[src/hw/rtl/ogru_pkg.sv]
// Shared types and constants of the occupancy grid ray update block.
`default_nettype none
package ogru_pkg;

	// Field widths.
	localparam int COORD_W    = 11;
	localparam int WALK_W     = 12;
	localparam int ERR_W      = 14;
	localparam int TRACED_W   = 12;
	localparam int CFG_IDX_W  = 3;
	localparam int CFG_DATA_W = 8;

	// Register indexes of the configuration port.
	localparam logic [CFG_IDX_W-1:0] REG_MODE     = 3'd0;
	localparam logic [CFG_IDX_W-1:0] REG_FREE     = 3'd1;
	localparam logic [CFG_IDX_W-1:0] REG_OCCUPIED = 3'd2;
	localparam logic [CFG_IDX_W-1:0] REG_MIN      = 3'd3;
	localparam logic [CFG_IDX_W-1:0] REG_MAX      = 3'd4;
	localparam logic [CFG_IDX_W-1:0] REG_PERCENT  = 3'd5;

	// Cell values reported in counting mode.
	localparam logic [7:0] VALUE_UNKNOWN  = 8'd50;
	localparam logic [7:0] VALUE_OCCUPIED = 8'd100;
	localparam logic [7:0] VALUE_FREE     = 8'd0;

	// Item kinds and mapping modes.
	localparam logic KIND_RAY   = 1'b0;
	localparam logic KIND_READ  = 1'b1;
	localparam logic MODE_LOG   = 1'b0;
	localparam logic MODE_COUNT = 1'b1;

	// Memory operations carried down the access pipeline.
	localparam int OP_W = 2;
	localparam logic [OP_W-1:0] OP_NONE = 2'd0;
	localparam logic [OP_W-1:0] OP_FREE = 2'd1;
	localparam logic [OP_W-1:0] OP_HIT  = 2'd2;
	localparam logic [OP_W-1:0] OP_READ = 2'd3;

	typedef struct packed {
		logic       mode;
		logic [7:0] free_step;
		logic [7:0] occupied_step;
		logic [7:0] value_min;
		logic [7:0] value_max;
		logic [6:0] occupied_percent;
	} cfg_t;

	localparam cfg_t CFG_RESET = '{
		mode: 1'b0, free_step: 8'd1, occupied_step: 8'd2,
		value_min: 8'd0, value_max: 8'd100, occupied_percent: 7'd35
	};

	// Commands from the controller to the datapath.
	typedef struct packed {
		logic clear;
		logic load;
		logic setup;
		logic step;
		logic issue_hit;
		logic issue_read;
		logic load_out;
	} cmd_t;

	// Status from the datapath to the controller.
	typedef struct packed {
		logic clear_last;
		logic end_off;
		logic is_read;
		logic walk_done;
		logic pipe_busy;
	} sts_t;

endpackage
`default_nettype wire

[src/hw/rtl/ogru_ctrl.sv]
// Controller state machine sequencing clear, setup, tracing and result hand-off.
`default_nettype none
module ogru_ctrl (
	input  wire logic           clk,
	input  wire logic           arst_n,
	input  wire logic           req_valid,
	output logic                req_ready,
	output logic                rsp_valid,
	input  wire logic           rsp_ready,
	input  wire ogru_pkg::sts_t sts,
	output ogru_pkg::cmd_t      cmd
);

	localparam logic [2:0] ST_CLEAR = 3'd0;
	localparam logic [2:0] ST_IDLE  = 3'd1;
	localparam logic [2:0] ST_SETUP = 3'd2;
	localparam logic [2:0] ST_TRACE = 3'd3;
	localparam logic [2:0] ST_HIT   = 3'd4;
	localparam logic [2:0] ST_RDISS = 3'd5;
	localparam logic [2:0] ST_WAIT  = 3'd6;
	localparam logic [2:0] ST_FIN   = 3'd7;

	logic [2:0] state_q;
	logic [2:0] state_d;
	logic       rsp_valid_q;
	logic       out_free;

	assign out_free  = !rsp_valid_q || rsp_ready;
	assign req_ready = (state_q == ST_IDLE);
	assign rsp_valid = rsp_valid_q;

	// Next state and commands.
	always_comb begin
		state_d = state_q;
		cmd     = '0;
		unique case (state_q)
			ST_CLEAR: begin
				cmd.clear = 1'b1;
				if (sts.clear_last) state_d = ST_IDLE;
			end
			ST_IDLE: begin
				if (req_valid) begin
					cmd.load = 1'b1;
					state_d  = ST_SETUP;
				end
			end
			ST_SETUP: begin
				cmd.setup = 1'b1;
				if (sts.end_off) state_d = ST_FIN;
				else if (sts.is_read) state_d = ST_RDISS;
				else state_d = ST_TRACE;
			end
			ST_TRACE: begin
				if (sts.walk_done) state_d = ST_HIT;
				else cmd.step = 1'b1;
			end
			ST_HIT: begin
				cmd.issue_hit = 1'b1;
				state_d       = ST_WAIT;
			end
			ST_RDISS: begin
				cmd.issue_read = 1'b1;
				state_d        = ST_WAIT;
			end
			ST_WAIT: begin
				if (!sts.pipe_busy) state_d = ST_FIN;
			end
			ST_FIN: begin
				if (out_free) begin
					cmd.load_out = 1'b1;
					state_d      = ST_IDLE;
				end
			end
			default: state_d = ST_CLEAR;
		endcase
	end

	// State and output valid registers.
	always_ff @(posedge clk or negedge arst_n) begin
		if (!arst_n) begin
			state_q     <= ST_CLEAR;
			rsp_valid_q <= 1'b0;
		end else begin
			state_q <= state_d;
			if (cmd.load_out) rsp_valid_q <= 1'b1;
			else if (rsp_ready) rsp_valid_q <= 1'b0;
		end
	end

`ifndef SYNTHESIS
	a_no_accept_in_clear: assert property (@(posedge clk) disable iff (!arst_n)
		(state_q == ST_CLEAR) |-> !req_ready)
		else $error("request taken during clearing pass");
	a_pipe_idle_at_edges: assert property (@(posedge clk) disable iff (!arst_n)
		sts.pipe_busy |-> !(state_q == ST_IDLE || state_q == ST_FIN))
		else $error("memory pipeline busy outside an item");
	a_result_from_fin: assert property (@(posedge clk) disable iff (!arst_n)
		$rose(rsp_valid_q) |-> $past(state_q) == ST_FIN)
		else $error("result raised outside finish state");
`endif

endmodule
`default_nettype wire

[config.mk]
export PLATFORM = sky130hd
export DESIGN_NAME = ogru_ctrl
export DESIGN_NICKNAME = d
export VERILOG_FILES = /design/src/hw/rtl/ogru_pkg.sv /design/src/hw/rtl/ogru_ctrl.sv
export SDC_FILE = /design/constraint.sdc
export NUM_CORES = 1
export LEC_CHECK = 0
export ABC_AREA = 1
export BUFFER_PORTS_ARGS = -buffer_cell sky130_fd_sc_hd__buf_2
export CORE_AREA = 3 3 40 42
export CTS_CLUSTER_DIAMETER = 100
export CTS_CLUSTER_SIZE = 30
export DETAILED_ROUTE_END_ITERATION = 10
export DIE_AREA = 0 0 43 45
export REMOVE_ABC_BUFFERS = 1
export SKIP_CTS_REPAIR_TIMING = 1
export SLEW_MARGIN = 20
export SYNTH_ARGS = -nofsm -noshare
export SYNTH_HDL_FRONTEND = slang
export SYNTH_SLANG_ARGS = --single-unit
[constraint.sdc]
create_clock -name clk -period 2.7 [get_ports clk]
set_input_delay 0.54 -clock clk [delete_from_list [all_inputs] [get_ports clk]]
set_output_delay 0.54 -clock clk [all_outputs]
set_load 0.05 [all_outputs]
### After elaboration in Yosys (flattened, before gate mapping)

Cells that the tools add are included.

| cells by class | value |
|---|---|
| equality and inequality tests | 12 |
| muxes and demuxes | 20 |
| reduce and logical (&&, ||, !) cells | 6 |

Operators by type and width:

| cell | number |
|---|---|
| 3-bit two-way mux | 7 |
| 3-bit case mux with 7 select lines | 1 |
| 3-bit == test (second input constant) | 4 |
| 1-bit two-way mux | 12 |
| 2-bit inequality test (second input constant) | 5 |
| 3-bit by 2-bit == test with 1-bit output (second input constant) | 2 |
| 5-bit AND reduction | 1 |
| 3-bit by 1-bit == test with 1-bit output (second input constant) | 1 |
| 3-bit logical NOT | 1 |
| 2-bit nonzero test | 1 |
| 2-bit OR reduction | 1 |
| 1-bit logical NOT | 1 |
| 1-bit logical OR | 1 |

| word-level totals | value |
|---|---|
| bits in registers | 4 |
| input port bits | 9 |
| output and inout bits | 9 |
| word-level logic and storage cells | 40 |

### Depth between registers and ports, before layout

Gate-level depths: netlist of run 1.

| depth | value |
|---|---|
| depth in word-level cells | 5 |
| gate-level depth with buffers | 8 |
| depth with buffers taken out | 8 |

### Worst setup path before layout of run 1

No wires, ideal clock.

| path | value |
|---|---|
| kind | reg-to-output |
| start | register rsp_valid_q (netlist: rsp_valid) |
| end | output port cmd[0] in the netlist's numbering |
| arrival | 1.422 ns |
| data required time | 2.160 ns |
| slack | 0.738 ns |
| stages on the path, launching flop included | 2 |
| path buffers | 0 |
| cells stage by stage | dfrtp_1 > a21oi_1 |

RTL lines:

| item | line | text |
|---|---|---|
| start: declaration | ogru_ctrl.sv:25 | `logic rsp_valid_q;` |
| start signal: assignment | ogru_ctrl.sv:82 | `rsp_valid_q <= 1'b0;` |
| start signal: assignment | ogru_ctrl.sv:85 | `if (cmd.load_out) rsp_valid_q <= 1'b1;` |
| start signal: assignment | ogru_ctrl.sv:86 | `else if (rsp_ready) rsp_valid_q <= 1'b0;` |
| end: declaration | ogru_ctrl.sv:11 | `output ogru_pkg::cmd_t cmd` |

==> results.md, run 1 <==
Synth:
- The sequential-to-total area share from yosys stat is between 30% and 40%.
- The xor/xnor cell area share of the yosys netlist is 0%.
- The mean area per synthesized cell is 5.77 µm².
- Summing the areas of all fa, ha and maj instances in the mapped netlist gives 0% of the synthesized area.
- The count of yosys warnings during synthesis is 0.
- After synthesis, the netlist uses 11 different library cells.
- The share of the synthesized area in compound gates (AO/OA/AOI/OAI) is approximately 7.6%.
- After Yosys synthesis, and, or, nand and nor cells account for about half of the synthesized area.
- The multiplexer share of the synthesized area is 0%.
- Summing every instance area after synthesis gives 329 µm².
- The post-synthesis instance total is 57.
- By area, the combinational part of the netlist is dominated by simple AND/OR/NAND/NOR gates.
- After synthesis the netlist holds a flip-flop and latch count of 4.

Die:
- The area of the die is a little under 2000 µm².
- The boundary pin count is 18.
- The floorplan step set the die height to about 45 µm.
- For this configuration, the core starts out at a cell density of 25.6%.
- The initialized floorplan defines 13 standard-cell rows.
- The floorplan step defined a core boundary enclosing roughly 1300 µm².
- The die width is 43 µm.

CTS:
- No sink is reached through more buffers than the 2 on the longest clock path.
- After clock tree synthesis, the clock-pin slew on the worst setup and hold paths is ~0.040 ns.
- The total clock sinks is 4.
- The number of buffers inserted during clock tree synthesis is 3.
- The insertion delay of the later-clocked pin in the worst-skew pair is between 0.2 and 0.25 ns.
- TritonCTS built the clock tree.
- The cell sitting at the root of the clock tree is a clkbuf_4.
- The H-tree level count is 1.

STA:
- Final hold analysis gives a worst-case slack of about 0.11 ns.
- The number of failing setup endpoints in the final timing report is 0.
- The count of final hold-check violations is 0.
- For the pin with the worst max-slew slack, the measured transition is around 0.26 ns.
- The fraction of the cycle the final worst path needs is 69.1%.
- Clock skew on the completed layout was measured at a little over 0.005 ns.
- The worst max-slew margin expressed relative to the limit is 82.8%.
- Setup repair after global routing left no endpoint under its margin.
- After layout, the minimum clock period comes to ~1.9 ns.
- The number of pins with negative max-slew slack in the final report came to 0.
- The total negative setup slack is 0 ns.
- Derived from the worst setup path, the maximum achievable clock frequency is about 540 MHz.

Worst setup path:
- STA puts the critical path data required time at about 2.2 ns.
- The category of the worst setup path launch point is a flip-flop.
- In this run the worst path has a maximum fanout of 7.
- Walking the worst path, the cells encountered are nor2_1, inv_1, nor2_1, buf_2.
- On the worst path, the slowest cell contributes a delay of 0.44 ns.
- The slowest cell on the critical path is dfrtp_1.
- STA classifies the critical path endpoint as an output pin.
- The path type of the worst setup path is reg -> out.
- At the worst endpoint, the arrival time is approximately 1.3 ns.
- In this design, the critical path's most frequently occurring cell is nor2_1.

Finish:
- The count of nets after finishing is 88.
- The library cells used most frequently in the layout, excluding fill and tap cells, are 17 x nand2_1, 17 x buf_2, 10 x inv_1.
- The number of inserted diodes is 0.
- The share of cells above drive strength 1 is a little over a third.
- The area growth from synthesis to layout is 38.4%.

Drt:
- Dividing the detail-routed wire length by the instance count gives 8.85 µm.
- After detailed routing, the total wire length is 814 µm.
- The post-route DRC violation count is 0.
- The violation count after the first detailed-routing iteration is 7.
- The vias per cell is around 4.2.
- The routed layout has between 300 and 400 vias.
- The first detailed-routing pass took 4 iterations.
- In this run the remaining antenna-violating nets after routing total 0.

GRT:
- The first global-routing pass estimated 1260 µm of wire.
- Entering global routing, the biggest net connects 8 pins.
- The number of global-route vias before repair was approximately 310.
- The initial antenna violation count is 0.
- The sum of overflow across all layers after global routing is 0.
- The global-route total usage across every layer is roughly 9%.

Power:
- In this run the static leakage power is a little over 0.3 nW.
- In this run the power density over the cells is roughly 1400 nW/µm².
- The peak supply drop is around 0.00030 V.

Placed design:
- Port buffering added 17 buffers.
- At the end of routability-driven placement, the weighted congestion stood at 0.708.
- The post-detailed-placement half-perimeter wirelength is about 690 µm.

Job:
- The number of max-cap violations is 0.

Hold path:
- The class of the tightest hold or removal check is in -> async.

Run status:
- The run finished with clean final reports.
-- synth_stat cells (all sizes together) --
| master | instances | share of area (%) |
|---|---|---|
| nand2 | 20 | 25 |
| inv | 12 | 14 |
| nor2 | 11 | 15 |
| dfrtp | 4 | 30 |
| nand3 | 4 | 6.1 |
| o21ai | 3 | 4.6 |
| a21oi | 2 | 3.0 |
| nand3b | 1 | 2.3 |
-- path summary, 6_finish.rpt --
| kind | startpoint | end | slack, ns | cells past startpoint |
|---|---|---|---|---|
| setup reg to reg | state_q[1] | state_q[0] | 1.48 | 8 |
| min in group clk | rsp_valid | rsp_valid | 0.54 | 2 |
| hold reg to reg | rsp_valid | rsp_valid | 0.54 | 2 |
| hold / removal | arst_n | state_q[2] | 0.11 | 1 |
| setup / recovery | state_q[2] | cmd[6] | 0.84 | 4 |
| max in group asynchronous | arst_n | state_q[1] | 2.47 | 1 |
-- metrics by stage --
stage	instances	instance area [µm²]	setup WS [ns]	utilization (%)	power (mW)
3_5_place_dp	89	433	1.06	33.7	0.566
2_1_floorplan	57	329	0.738	-	0.474
4_1_cts	92	455	0.814	35.4	0.644
3_3_place_gp	89	433	1.07	33.7	0.561
6_report	92	455	0.835	35.4	0.634
5_1_grt	92	455	0.742	35.4	0.692
-- cell type report --
type / instances / area (µm²)
multi-input cells: 41 / 184
repair buffers: 17 / 85.1
well taps: 15 / 18.8
flip-flops and latches: 4 / 100
clock buffers: 3 / 22.5
fillers: 151 / 830
inverters: 12 / 45.0
-- sequential cells by signal (all words and copies together), names as in the netlist --
name	cells
rsp_valid	1
state_q	3
-- kinds of logic (layout without fill, tap and decap cells) --
family,count (synthesis),in the layout
AO/OA/AOI/OAI,5,5
buffers and inverters,12,32
flip-flops,4,4
AND/OR/NAND/NOR,36,36
-- power breakdown --
| part | internal [mW] | switching, mW |
|---|---|---|
| logic | 0.113 | 0.311 |
| clock network | 0.0496 | 0.0226 |
| registers | 0.0920 | 0.0459 |
| total | 0.255 | 0.379 |
-- worst max-delay path: cells and delay by family, from the launching register on --
kind / cells / cell delay (ns)
flip-flops: 1 / 0.44
AND/OR/NAND/NOR: 2 / 0.30
buffers and inverters: 2 / 0.35
-- per-layer routing --
| metal | track usage (%) | part of all wire (%) | wire length [µm] | vias to the layer above |
|---|---|---|---|---|
| met5 | 0 | 0 | 0 | - |
| met4 | 7.23 | 0 | 0 | 0 |
| met3 | 2.39 | 3.8 | 31 | 0 |
| met2 | 13.8 | 51 | 416 | 9 |
| met1 | 10.4 | 45 | 367 | 168 |
| li1 | - | - | - | 212 |
No activity file was read; power rests on OpenSTA's default activity.
==> run 2: changes to the inputs <==
Settings changed: ABC_AREA 1 to 0.
Clock period 2.7 ns to 1.65 ns, I/O delays scaled along.
==> results.md, run 2 <==
Run status:
- The run finished with clean final reports.

Die:
- The floorplan step defined a core boundary enclosing between 1000 and 1500 µm².
- The area of the die is a little under 2000 µm².
- The die width is 43 µm.
- The die is around 45 µm tall.
- 18 I/O pins were placed.
- The initial utilization of the core area, before any placement, comes to about a quarter.
- The number of placement rows is 13.

Placed design:
- The post-place setup slack is about 0.18 ns.
- At the end of routability-driven placement, the weighted congestion stood at around 0.73.
- The post-detailed-placement half-perimeter wirelength is 589 µm.
- The number of buffers added on ports is 17.

CTS:
- The number of buffers inserted during clock tree synthesis is 3.
- Counting every sink on the clock net gives 4.
- Clock latency on the worst-skew pair, taken at its later pin, is between 0.2 and 0.25 ns.
- Clock-pin slew was measured on the worst setup and hold paths at approximately 0.040 ns.
- The clock tree from TritonCTS is built.
- CTS built an H-tree with a depth of 1.
- The clock passes through at most 2 buffers.
- CTS placed an instance of clkbuf_4 at the clock tree root.

GRT:
- The initial antenna violation count came to 0.
- The number of global-route vias before repair is approximately 320.
- Global routing finished with a remaining overflow of 0.
- The global-route total usage across every layer is a little under 9%.
- The first global-routing pass estimated 1290 µm of wire.
- The pin count of the biggest net entering global routing is 12.

Synth:
- After synthesis, the share of flip-flops with an asynchronous set or reset is 100%.
- The number of unique standard cell types used by synthesis is 24.
- The cell area after synthesis is ~340 µm².
- The count of yosys warnings during synthesis is 0.
- After synthesis, the most frequently instantiated cells are 4 x a21oi_1, 4 x dfrtp_1, 3 x nor3b_2.
- The leading register cell type out of synthesis is dfrtp_1.
- Of all cell types, the one taking the most synthesized area is dfrtp_1.
- In this run the mean area of a mapped cell was approximately 8.9 µm².
- The post-synthesis instance total is 38.
- After synthesis, flip-flops and latches occupy a little under 30% of the total area.
- Counting flops and latches in the post-synthesis netlist gives 4.
- In this run the biggest area consumer among cell types represents 29.7% of the synthesized area.
- The number of synthesized flops with an enable pin is 0.
- Ranked by total cell area, the synthesized netlist is headed by dfrtp_1 30%, nor3b_2 11%, a21oi_1 5.9%, buf_4 4.5%, a211oi_2 3.7%.

Drt:
- The violation count after the first detailed-routing iteration is 3.
- For this block, the via count after detailed routing is between 300 and 400.
- In this run the remaining antenna-violating nets after routing total 0.
- For this run, design rule violations remaining after detail routing come to 0.
- The routed wire length per instance is between 10 and 15 µm.
- The vias per cell is 4.71.
- Before antenna repair, the detailed router went through 4 iterations.
- The final wirelength is approximately 770 µm.

Worst setup path:
- The source of the worst register-to-register timing path is state_q[0].
- The start point of the critical path is state_q[2].
- The signal arrival time at the worst endpoint is about 1.3 ns.
- The kind of capture point of the worst setup path is an output pin.
- The delay of the slowest critical-path stage is around 0.46 ns.
- The worst setup path is launched from a flip-flop.
- Along the worst path, the maximum fanout reaches 8.
- By startpoint and endpoint, the worst setup path is classified as reg -> out.
- On the critical path, the stage with the largest delay is an instance of dfrtp_2.
- STA puts the critical path data required time at 1.32 ns.
- The signal on the critical path passes through nor3b_2, and2_1, clkbuf_4.

Finish:
- The number of flip-flops in the largest register is 3.
- Of the cells placed in the final design, the portion with a size suffix greater than 1 is between 50% and 60%.
- The number of inserted diodes is 0.
- The commonest non-fill, non-tap cell in the layout is buf_2.
- More flip-flops sit in one register than any other, and that register is state_q.
- The count of nets after finishing is between 70 and 80.
- Relative to the synthesized area, the layout overhead comes to 45.0%.
- In the layout the commonest cells are 14 x buf_2, 6 x clkbuf_4, 4 x a21oi_1, 4 x buf_4.

STA:
- Adding up every negative setup slack in the final design gives 0 ns.
- Setup repair after global routing left no endpoint under its margin.
- The fraction of the cycle the final worst path needs is between 90% and 100%.
- The transition time of the tightest slew-check pin is between 0.2 and 0.3 ns.
- Setup violations remaining at the end of the flow were counted as 0.
- Static timing analysis puts the maximum clock frequency at approximately 630 MHz.
- The number of pins with negative max-slew slack in the final report was 0.
- The maximum clock skew at final layout is approximately 0.0017 ns.
- The count of final hold-check violations was 0.
- The worst path needs 1.58 ns of the cycle, external delays included.
- Setup slack closes at roughly 0.072 ns.
- The worst max-slew margin expressed relative to the limit is roughly 83%.

Power:
- The overall power consumption is 1.07 mW.
- For this design the static power due to leakage is about 0.23 nW.
- The power density of the placed cells is about 2200 nW/µm².
- The peak supply drop is about 0.00077 V.

Job:
- The number of max-cap violations is 0.

Hold path:
- The class of the tightest hold or removal check is in -> reg.
- The startpoint of the most critical hold path is sts[0].
run 2: changes by cell type in the layout (fill, tap and decap cells not counted), sizes merged, moves of 2 or more:
cell	change
nand3	-3
clkbuf	+3
nand2b	+2
nor3b	+4
inv	-11
nor2	-9
nand2	-17
a21oi	+2
a211oi	+2
o22ai	+2
nor3	+2
run 2: cells by family after synthesis:
group           count (synthesis)  synth area share [%]
flops                           4                  29.7
compound gates                 10                  19.7
buf+inv                         4                  8.92
mux                             1                  3.35
simple gates                   19                  38.3
run 2: stage by stage:
stage	util [%]	std cells	instance area (µm²)	hold WS [ns]
2_1_floorplan	-	35	310	0.0344
3_3_place_gp	34.0	70	437	0.135
3_5_place_dp	34.0	70	437	0.136
4_1_cts	35.7	73	459	-0.112
5_1_grt	38.0	75	488	0.452
6_report	38.0	75	488	0.430
run 2: worst max-delay path, delay by kind of cell (launching register included):
kind          cells  cell delay, ns
buf+inv           1            0.22
flops             1            0.46
simple gates      2            0.34
run 2: final timing paths:
path / end / slack [ns] / cells after the start
min in group asynchronous: rsp_valid / 0.44 / 2
setup reg to reg: state_q[2] / 0.35 / 4
hold / removal: state_q[0] / 0.43 / 4
max in group asynchronous: state_q[0] / 1.09 / 2
setup / recovery: cmd[5] / 0.07 / 3
hold reg to reg: rsp_valid / 0.65 / 2
run 2: area by class of cell:
class	instances	area (µm²)
multi-input cells	30	206
fillers	128	797
clock buffers	3	22.5
well taps	15	18.8
flip-flops and latches	4	104
repair buffers	22	133
inverters	1	3.75
run 2: power breakdown:
part / leakage, nW / internal (mW) / switching, mW / total (mW)
Combinational: 0.177 / 0.259 / 0.444 / 0.703
Clock: 0.0138 / 0.0811 / 0.0369 / 0.118
Sequential: 0.0427 / 0.156 / 0.0932 / 0.249
run 2: layer usage:
metal | up-vias | GRT usage, % | part of all wire [%] | wire, µm
met5 | - | 0 | 0 | 0
met4 | 0 | 7.23 | 0 | 0
met3 | 0 | 1.99 | 5.1 | 39
met2 | 9 | 13.8 | 49 | 381
met1 | 162 | 10.7 | 45 | 350
li1 | 182 | - | - | -
